File: src/rtl/dpha_pkg.sv
// shared types and constants of the drop point hit aggregator
`timescale 1ns / 1ps
`default_nettype none

package dpha_pkg;

	localparam int DPHA_MAX_ENTRIES = 64;

	localparam int LOC_W      = 64;
	localparam int COUNT_W    = 32;
	localparam int LIMIT_W    = 7;
	localparam int DELAY_W    = 16;
	localparam int CFG_IDX_W  = 1;
	localparam int CFG_DATA_W = 16;

	localparam logic [LIMIT_W-1:0] HIT_LIMIT_RST   = 7'd64;
	localparam logic [DELAY_W-1:0] DELAY_TICKS_RST = 16'd1000;

	localparam logic [CFG_IDX_W-1:0] CFG_HIT_LIMIT   = 1'b0;
	localparam logic [CFG_IDX_W-1:0] CFG_DELAY_TICKS = 1'b1;

	localparam logic MODE_DROP = 1'b0;
	localparam logic MODE_TICK = 1'b1;

	typedef enum logic [2:0] {
		ST_IDLE,
		ST_SRCH_RD,
		ST_SRCH_CMP,
		ST_REP_RD,
		ST_REP_LD
	} dpha_state_t;

	typedef struct packed {
		logic load_loc;
		logic idx_clr;
		logic idx_inc;
		logic rd_en;
		logic insert;
		logic inc_write;
		logic tick_dec;
		logic clear_table;
		logic out_load;
	} dpha_cmd_t;

	typedef struct packed {
		logic in_valid;
		logic in_mode;
		logic armed;
		logic expire;
		logic used_zero;
		logic idx_end;
		logic full;
		logic match;
		logic last_idx;
		logic out_free;
	} dpha_status_t;

endpackage

`default_nettype wire

File: src/rtl/dpha_ctrl.sv
// sequencer for search, insert, timer and report
`timescale 1ns / 1ps
`default_nettype none

module dpha_ctrl import dpha_pkg::*; (
	input  wire logic         clk,
	input  wire logic         arst_n,
	input  wire dpha_status_t sts,
	output      logic         in_ready,
	output      dpha_cmd_t    cmd
);

	dpha_state_t state_q, state_d;

	always_ff @(posedge clk or negedge arst_n) begin
		if (!arst_n) begin
			state_q <= ST_IDLE;
		end else begin
			state_q <= state_d;
		end
	end

	always_comb begin
		state_d = state_q;
		unique case (state_q)
			ST_IDLE: begin
				if (sts.in_valid) begin
					if (sts.in_mode == MODE_DROP) begin
						state_d = ST_SRCH_RD;
					end else if (sts.armed && sts.expire && !sts.used_zero) begin
						state_d = ST_REP_RD;
					end
				end
			end
			ST_SRCH_RD: begin
				state_d = sts.idx_end ? ST_IDLE : ST_SRCH_CMP;
			end
			ST_SRCH_CMP: begin
				state_d = sts.match ? ST_IDLE : ST_SRCH_RD;
			end
			ST_REP_RD: begin
				state_d = ST_REP_LD;
			end
			ST_REP_LD: begin
				if (sts.out_free) begin
					state_d = sts.last_idx ? ST_IDLE : ST_REP_RD;
				end
			end
			default: state_d = ST_IDLE;
		endcase
	end

	always_comb begin
		cmd      = '0;
		in_ready = 1'b0;
		unique case (state_q)
			ST_IDLE: begin
				in_ready = 1'b1;
				if (sts.in_valid) begin
					if (sts.in_mode == MODE_DROP) begin
						cmd.load_loc = 1'b1;
						cmd.idx_clr  = 1'b1;
					end else if (sts.armed) begin
						if (!sts.expire) begin
							cmd.tick_dec = 1'b1;
						end else if (sts.used_zero) begin
							cmd.clear_table = 1'b1;
						end else begin
							cmd.idx_clr = 1'b1;
						end
					end
				end
			end
			ST_SRCH_RD: begin
				if (sts.idx_end) begin
					cmd.insert = !sts.full;
				end else begin
					cmd.rd_en = 1'b1;
				end
			end
			ST_SRCH_CMP: begin
				if (sts.match) begin
					cmd.inc_write = 1'b1;
				end else begin
					cmd.idx_inc = 1'b1;
				end
			end
			ST_REP_RD: begin
				cmd.rd_en = 1'b1;
			end
			ST_REP_LD: begin
				if (sts.out_free) begin
					cmd.out_load    = 1'b1;
					cmd.idx_inc     = 1'b1;
					cmd.clear_table = sts.last_idx;
				end
			end
			default: ;
		endcase
	end

endmodule

`default_nettype wire

File: config.mk
export PLATFORM = sky130hd
export DESIGN_NAME = dpha_ctrl
export DESIGN_NICKNAME = d
export VERILOG_FILES = /design/src/rtl/dpha_pkg.sv /design/src/rtl/dpha_ctrl.sv
export SDC_FILE = /design/constraint.sdc
export NUM_CORES = 1
export LEC_CHECK = 0
export ABC_AREA = 1
export BUFFER_PORTS_ARGS = -buffer_cell sky130_fd_sc_hd__buf_2
export CAP_MARGIN = 20
export CORE_AREA = 2 2 39 41
export CTS_CLUSTER_SIZE = 40
export DETAILED_ROUTE_END_ITERATION = 8
export DIE_AREA = 0 0 41 43
export HOLD_SLACK_MARGIN = 0.08
export PLACE_DENSITY_LB_ADDON = 0.25
export SYNTH_ARGS = -nofsm -noshare
export SYNTH_HDL_FRONTEND = slang
export SYNTH_SLANG_ARGS = --single-unit
File: constraint.sdc
create_clock -name clk -period 2.3 [get_ports clk]
set_input_delay 0.115 -clock clk [delete_from_list [all_inputs] [get_ports clk]]
set_output_delay 0.115 -clock clk [all_outputs]
set_load 0.02 [all_outputs]
==> flow_metrics.tcl, run 1 <==
set metrics [dict create \
    grt_max_degree 6 \
    worst_path_max_delay_cell "dfrtp_1" \
    cp.arrival_ns 1.32 \
    worst_pin_slew_ns 0.2294 \
    grt_pass1_vias 301 \
    cts_sinks 3 \
    largestRegisters "state_q: 3 flops" \
    final_nets 85 \
    fin_crit_ns 1.435 \
    slew_headroom_pct 84.57 \
    dp_hpwl_um 590.6 \
    critPathMaxFanout 5 \
    grtUsageTotal_pct 9.137 \
    synth-edff-count 0 \
    drive_above_1_share_pct 41.67 \
    clock_path_buffers 2 \
    yosys_warnings 0 \
    ioPinCount 22 \
    synthArstFlopShare_pct 100.0 \
    top_register "state_q" \
    final-setup-viol-count 0 \
    cts_tree "built" \
    min_path_type "input port to asynchronous set/reset pin" \
    rows 14 \
    synth_area_leaders "dfrtp_1 (27%), nand3_1 (11%), nand2_1 (11%)" \
    drc 0 \
    max_clock_freq_mhz 697.0 \
    setup_slack_ns 0.8653 \
    cts_buffers 3 \
    p_leak_nw 0.2676 \
    vias 359 \
    first_pass_iters 5 \
    largest_reg_flops 3 \
    rsz0062_at_grt "false" \
    yosysSeqAreaShare_pct 26.67 \
    endpoint_kind "output port" \
    synth_top_cell_by_area "dfrtp_1" \
    setup_tns_ns 0 \
    synthDominantCellAreaShare_pct 26.67 \
    wirelength_um 690 \
    skew_ns 0.001099 \
    syn_nets 58 \
    die_y_um 43 \
    path_clk_slew_ns 0.04 \
    final_util_pct 32.01 \
    dieArea_um2 1763 \
    cts-root-buf "clkbuf_4" \
    wl_per_cell_um 7.841 \
    postCtsSetupBuffers 0 \
    port_buffers 21 \
    cts_htree_levels 1 \
    synthFlopType "dfrtp_1" \
    grt_pass1_wl_um 1055 \
    drv_slew 0 \
    critPathLaunchType "flip-flop" \
    finalHoldViolCount 0 \
    placed_area_um2 406.6 \
    outcome "completed" \
    postCtsResizedCells 0 \
    postRouteAntennaNets 0 \
    crit_path_frequent_cell "nand2_1" \
    maxCapViolCount 0 \
    initial_core_util_pct 20.34 \
    ir_worst_vdd_v 0.0003540 \
    crit_buf_inv 1 \
    insertion_delay_ns 0.23 \
    cp_top_family "flip-flops" \
    antenna-diode-count 0 \
    gp_congestion 0.6448 \
    finalCritPeriodShare_pct 62.38 \
    worstSetupPathType "flip-flop to output port" \
    cp.required_ns 2.18 \
    dpl_worst_slack_ns 1.102 \
    ys_ff_latch 3 \
    dieWidth_um 41 \
    drt_iter0_markers 6 \
    synthesis.area_um2 281.5 \
    antenna_found_initial 0 \
    fillers 168 \
    viasPerCell 4.080 \
    fin_area_um2 442.9 \
    core_area_um2 1384 \
    grt_remaining_overflow 0 \
    netlist-cell-type-count 16 \
    synth_cells 46 \
    max_stage_delay_ns 0.43 \
    syn_to_final_growth_pct 57.33 \
    synth_area_per_cell_um2 6.120 \
    p_per_area_nw_per_um2 1061 \
    path_cells "nor2_4, nand2_1, nor2_2, nand2_1, o21ai_0, buf_2" \
    finalPower_mw 0.4701 \
]
worst reg2reg max path, stage by stage (launching register included):
cell and delay (ns):
dfrtp_1 0.43, nor2_4 0.18, nand2_2 0.09, inv_2 0.08, nand3_2 0.06, nand2_2 0.06
nor2_1 0.04
worst paths after layout:
check	end	cells past startpoint	start	slack [ns]
hold / removal	state_q[1]	2	arst_n	0.20
setup / recovery	cmd[1]	6	state_q[0]	0.87
setup reg to reg	state_q[0]	6	state_q[0]	1.26
hold reg to reg	state_q[2]	2	state_q[1]	0.62
min in group clk	state_q[1]	4	sts[4]	0.20
max in group asynchronous	state_q[0]	2	arst_n	1.99
report_power, final:
part	switching, mW	leakage (nW)	internal [mW]
clock network	0.0270	0.0150	0.0650
registers	0.0293	0.0391	0.0743
logic	0.179	0.214	0.0956
synthesized netlist by cell type, types with 2 or more instances:
| cell | instances |
|---|---|
| nand2_1 | 8 |
| inv_1 | 7 |
| dfrtp_1 | 3 |
| nand3_1 | 6 |
| nand2_2 | 2 |
| o21ai_0 | 3 |
| nor2_1 | 8 |
kinds of logic after synthesis:
logic type	count (synthesis)	synth area share, %
simple gates	31	55.56
buf+inv	8	10.67
compound gates	4	7.108
flops	3	26.67
metrics by stage:
| step | hold slack (ns) | cells |
|---|---|---|
| 5_1_grt | 0.2252 | 88 |
| 6_report | 0.2039 | 88 |
| 2_1_floorplan | -0.1806 | 46 |
| 3_5_place_dp | -0.08616 | 83 |
| 4_1_cts | 0.1970 | 88 |
| 3_3_place_gp | -0.08680 | 83 |
per-layer routing:
metal  global-route usage [%]  wire length (um)  up-vias
li1                         -                 -      201
met1                    10.29               309      150
met2                    12.81               336        8
met3                    4.712                44        0
met4                    6.000                 0        0
met5                        0                 0        -
what timing repair did:
action	in CTS	in global routing
hold endpoints to repair	3	0
hold buffers	1	0
endpoints found under the setup margin	0	0
final cells by class:
class	instances	area (um2)	area share, %
multi-input combinational	35	176.4	39.83
timing repair buffer	22	115.1	25.99
clock buffer	4	26.28	5.932
inverter	8	30.03	6.780
sequential	3	75.07	16.95
tap	16	20.02	4.520
cell usage in the layout, fill, tap and decap left out:
| master | instances |
|---|---|
| nor2_2 | 1 |
| dlygate4sd3_1 | 1 |
| nor4_1 | 1 |
| a21oi_1 | 1 |
| clkbuf_1 | 1 |
| inv_2 | 1 |
| o21ai_0 | 3 |
| buf_2 | 21 |
| inv_1 | 7 |
| nor2_4 | 1 |
| nor3b_1 | 1 |
| nand2_1 | 8 |
| nand3_1 | 6 |
| nand3b_1 | 1 |
| nand2_2 | 2 |
| nor3_1 | 1 |
| dfrtp_1 | 3 |
| nor2_1 | 8 |
| nand3_2 | 1 |
| clkbuf_4 | 3 |
Power figures use the tool's default switching activity.
==> run 2, diff against run 1 <==
Clock period 2.3 ns to 1.25 ns, I/O delays scaled along.
==> run 2 against run 1 <==
  * Clock skew grew 0.0038 ns
  * Critical path depth shrank 1
  * Setup slack lost 0.97 ns
  * Clock power grew 83%
  * Die area is the same
  * Via count grew 14%
  * Non-clock buffer count grew 6
  * Largest cell class unchanged
  * Largest power group unchanged
  * Highest routed layer unchanged
  * Combinational power grew to 2.8 times the previous value
  * Critical endpoint is now cmd[7]
  * Sequential share of layout area shrank 2.7 points
  * Cell area grew 21%
  * The run now ends with setup timing left
  * Sequential cell count is the same
==> flow_metrics.tcl, run 2 (synthesis gave the netlist of run 1 again) <==
set metrics [dict create \
    max_clock_freq_mhz 737.1 \
    min_path_type "input port to flip-flop" \
    clock_path_buffers 2 \
    drc 0 \
    final_cell_mix "buf_2 (14), buf_4 (11), nor2_1 (8), nand2_1 (7), inv_1 (6)" \
    outcome "complete, but fails checks" \
    finalPower_mw 1.133 \
    stdcell_count 94 \
    vias 409 \
    p_leak_nw 0.3013 \
    grt_pass1_vias 334 \
    syn_to_final_growth_pct 90.67 \
    grtUsageTotal_pct 10.16 \
    final-setup-viol-count 8 \
    cts_buffers 3 \
    gp_congestion 0.6481 \
    die_y_um 43 \
    insertion_delay_ns 0.23 \
    cp.required_ns 1.19 \
    mostFrequentLayoutCell "buf_2" \
    critPathLaunchType "flip-flop" \
    grt_remaining_overflow 0 \
    drive_above_1_share_pct 55.13 \
    viasPerCell 4.351 \
    skew_ns 0.004895 \
    fin_crit_ns 1.357 \
    ioPinCount 22 \
    post-place-cells 83 \
    drv_slew 0 \
    p_per_area_nw_per_um2 2111 \
    slew_headroom_pct 87.01 \
    postRouteAntennaNets 0 \
    dieArea_um2 1763 \
    wirelength_um 922 \
    drt_iter0_markers 5 \
    violations "setup timing" \
    cts-root-buf "clkbuf_4" \
    cts_tree "built" \
    antenna-diode-count 0 \
    critPathMaxFanout 4 \
    setup_slack_ns -0.1067 \
    port_buffers 21 \
    setup_tns_ns -0.5743 \
    path_clk_slew_ns 0.04 \
    antenna_found_initial 0 \
    cts_htree_levels 1 \
    worst_pin_slew_ns 0.1932 \
    cp.arrival_ns 1.29 \
    maxCapViolCount 0 \
    initial_core_util_pct 20.34 \
    endpoint_kind "output port" \
    first_pass_iters 4 \
    rsz0062_at_grt "true" \
    ir_worst_vdd_v 0.0006335 \
    wl_per_cell_um 9.809 \
    largest_reg_flops 3 \
    final_nets 91 \
    dp_hpwl_um 654.6 \
    grt_pass1_wl_um 1262 \
    rows 14 \
    finalCritPeriodShare_pct 108.5 \
    dieWidth_um 41 \
    top_register "state_q" \
    worstSetupPathType "flip-flop to output port" \
    largestRegisters "state_q: 3 flops" \
    grt_max_degree 6 \
    core_area_um2 1384 \
    cts_sinks 3 \
    finalHoldViolCount 0 \
]
[run 2: path summary, 6_finish.rpt]
check	cells past startpoint	startpoint	slack [ns]	endpoint
worst max-delay path	5	state_q[0]	-0.11	cmd[7]
worst max register to register	7	state_q[0]	0.04	state_q[1]
max in group asynchronous	2	arst_n	0.98	state_q[0]
worst min register to register	2	state_q[0]	0.62	state_q[2]
min in group asynchronous	2	arst_n	0.16	state_q[0]
worst min-delay path	4	sts[4]	0.15	state_q[1]
[run 2: final cells by class]
class,count,area (um2)
Clock buffer,4,26.28
Fill cell,159,847.1
Inverter,8,30.03
Multi-Input combinational cell,35,198.9
Sequential cell,3,76.32
Tap cell,16,20.02
Timing Repair Buffer,28,185.2
[run 2: what timing repair did]
action / 4_1_cts / 5_1_grt
setup endpoints to repair: 8 / 10
resized for setup: 7 / 10
buffers inserted: 2 / 4
pin swaps: 2 / 4
hold buffers: 1 / 0
endpoints found under the hold margin: 3 / 0
[run 2: power breakdown]
part / leakage [nW] / internal (mW) / switching (mW) / total [mW]
Combinational: 0.248 / 0.349 / 0.422 / 0.771
Sequential: 0.0379 / 0.140 / 0.0540 / 0.194
Clock: 0.0150 / 0.119 / 0.0484 / 0.168
Total: 0.301 / 0.608 / 0.525 / 1.13
[run 2: per-stage QoR]
step	setup WS (ns)	util [%]	hold WS (ns)	instance area [um2]
after floorplan	0.01414	-	-0.2331	281.5
after global placement	0.1296	29.39	-0.1400	406.6
after detailed placement	0.1200	29.39	-0.1386	406.6
after CTS	-0.07948	34.36	0.1341	475.5
after global routing	-0.1903	38.79	0.1687	536.8
final	-0.1067	38.79	0.1479	536.8
[run 2: per-layer routing]
metal / share of wire (%) / global-route usage, % / vias up / wire [um]
met2: 55 / 16.88 / 13 / 503
li1: - / - / 210 / -
met4: 0 / 4.000 / 0 / 0
met3: 6.2 / 3.141 / 0 / 57
met5: 0 / 0 / - / 0
met1: 39 / 11.33 / 186 / 361
[run 2: critical path: stages (launching register included)]
cell	delay (ns)
dfrtp_2	0.43
nor2_4	0.17
buf_4	0.14
nand2_2	0.08
a21oi_2	0.11
buf_4	0.14
==> run 3, diff against run 2 <==
Settings changed: BUFFER_PORTS_ARGS -buffer_cell sky130_fd_sc_hd__buf_2 to -buffer_cell sky130_fd_sc_hd__buf_4.
==> run 3 against run 2 <==
  * The run still ends with setup timing left
  * Combinational power fell by 3.6%
  * Setup slack improved by 0.017 ns
  * Final cell count fell by 3.2%
  * Maximum frequency rose by 1.2%
  * Worst hold slack got worse by 0.033 ns
  * Global-route usage rose by 2.2 points
  * Critical endpoint unchanged
  * Cell area rose by 2.8%
  * Total power fell by 0.98%
  * Via count fell by 5.6%
  * Sequential cell count did not move
  * Clock power rose by 10%
  * Die area did not move
==> flow_metrics.tcl, run 3 (synthesis gave the netlist of run 1 again) <==
set metrics [dict create \
    outcome "complete, but fails checks" \
    violations "setup timing" \
    critPathLaunchType "flip-flop" \
    largestRegisters "state_q: 3 flops" \
    wl_met3_um 54 \
    ioPinCount 22 \
    drive_above_1_share_pct 53.33 \
    vias 386 \
    final_cell_mix "buf_4 (23), nor2_1 (8), nand2_1 (7), inv_1 (6), nand3_1 (5)" \
    wl_met1_um 340 \
    r2r-end "state_q[0]" \
    top_register "state_q" \
    cts-root-buf "clkbuf_4" \
    dp_hpwl_um 634.8 \
    slew_headroom_pct 84.57 \
    worst_path_max_delay_cell "dfrtp_2" \
    setup_slack_ns -0.09012 \
    wirelength_um 911 \
    cts_htree_levels 1 \
    syn_to_final_growth_pct 96.00 \
    fin_crit_ns 1.340 \
    maxCapViolCount 0 \
    dieWidth_um 41 \
    endpoint_kind "output port" \
    grt_max_degree 6 \
    antenna_found_initial 0 \
    cp.arrival_ns 1.28 \
    worstRegToRegCells 7 \
    finalHoldViolCount 0 \
    path_clk_slew_ns 0.04 \
    top_layer "met3" \
    min_path_type "input port to flip-flop" \
    postRouteAntennaNets 0 \
    crit_path_frequent_cell "buf_4" \
    r2r_start "state_q[0]" \
    register_area_um2 76.32 \
    drt_iter0_markers 3 \
    clock_path_buffers 2 \
    largest_reg_flops 3 \
    max_clock_freq_mhz 746.2 \
    cp.required_ns 1.19 \
    min_from "sts[4]" \
    p_per_area_nw_per_um2 2034 \
    multi_input_area_um2 202.7 \
    dieArea_um2 1763 \
    cp_top_family "flip-flops" \
    rsz0062_at_grt "true" \
    stdcell_count 91 \
    wl_per_cell_um 10.01 \
    antenna-diode-count 0 \
    cts_tree "built" \
    p_leak_nw 0.2994 \
    dpl_worst_slack_ns 0.1304 \
    cts_buffers 3 \
    post-place-cells 83 \
    critPathMaxFanout 5 \
    final_nets 88 \
    worst_pin_slew_ns 0.2294 \
    initial_core_util_pct 20.34 \
    drv_slew 0 \
    mostFrequentLayoutCell "buf_4" \
    grtUsageTotal_pct 12.35 \
    drc 0 \
    final-setup-viol-count 8 \
    core_area_um2 1384 \
    insertion_delay_ns 0.24 \
    skew_ns 0.0009783 \
    timing.reg2reg.setup_slack_ns 0.11 \
    max_stage_delay_ns 0.44 \
    met2WireLength_um 517 \
    first_pass_iters 4 \
    fillers 145 \
    gp_congestion 0.6530 \
    die_y_um 43 \
    cts_sinks 3 \
    holdPathStages 4 \
    ir_worst_vdd_v 0.0008855 \
    viasPerCell 4.242 \
    path_cells "nor2_4, buf_4, nand2_4, a21oi_2, buf_4" \
    grt_pass1_vias 331 \
    whs_endpoint "state_q[1]" \
    rows 14 \
    port_buffers 21 \
    worstSetupPathType "flip-flop to output port" \
    crit_buf_inv 2 \
    finalCritPeriodShare_pct 107.2 \
    grt_pass1_wl_um 1428 \
    grt_remaining_overflow 0 \
]
==> run 3: cell count changes in the layout (fill, tap and decap cells not counted) <==
cell | previous run | this run
buf_4 | 11 | 23
nand2_4 | 0 | 1
nor4_1 | 0 | 1
nand2_2 | 3 | 2
nor3b_2 | 0 | 1
inv_2 | 2 | 1
buf_2 | 14 | 0
buf_6 | 2 | 1
nor4_2 | 1 | 0
nor3b_1 | 1 | 0
inv_4 | 0 | 1
==> run 3: tightest hold or removal path: cells and delay by family <==
family                 cells  cell delay [ns]
buffers and inverters      1             0.09
and+or+nand+nor            3             0.18
==> run 3: layer usage <==
| layer | global-route usage [%] | vias to the layer above |
|---|---|---|
| li1 | - | 205 |
| met1 | 13.50 | 172 |
| met2 | 18.75 | 9 |
| met3 | 7.853 | 0 |
| met4 | 4.000 | 0 |
| met5 | 0 | - |
==> run 3: area by class of cell <==
class | instances | area share [%]
repair buffers | 25 | 35.15
flip-flops and latches | 3 | 13.83
well taps | 16 | 3.628
clock buffers | 4 | 4.762
inverters | 8 | 5.896
multi-input cells | 35 | 36.73
==> run 3: worst max path at each step <==
stage / start / to / slack (ns) / depth (start not counted)
floorplan: state_q[2] / cmd[4] / 0.01 / 3
global placement: state_q[0] / cmd[2] / 0.13 / 4
detailed placement: state_q[2] / cmd[4] / 0.13 / 4
CTS: state_q[1] / cmd[1] / -0.07 / 6
global route: state_q[1] / cmd[1] / -0.17 / 6
finish: state_q[0] / cmd[7] / -0.09 / 5
==> run 3: through the flow <==
step	instance area, um2	power, mW	utilization, %	hold WS [ns]	setup TNS [ns]
after floorplan	281.5	0.5585	-	-0.2331	0
final	551.8	1.122	39.87	0.1151	-0.3888
after global placement	459.2	0.7670	33.18	-0.1469	0
after global routing	551.8	1.219	39.87	0.1329	-1.135
after detailed placement	459.2	0.7750	33.18	-0.1460	0
after CTS	528.0	1.032	38.16	0.1165	-0.1771
==> run 3: repair_timing <==
action	in CTS	in global routing
endpoints found under the setup margin	6	10
resized for setup	7	4
hold buffers	1	0
pin swaps	1	1
endpoints found under the hold margin	3	0
buffers inserted	2	1
==> run 3: power by group <==
group	total, mW	switching (mW)	leakage [nW]	internal [mW]
logic	0.743	0.417	0.247	0.326
registers	0.194	0.0546	0.0379	0.140
clock network	0.185	0.0640	0.0150	0.121
total	1.12	0.536	0.299	0.586
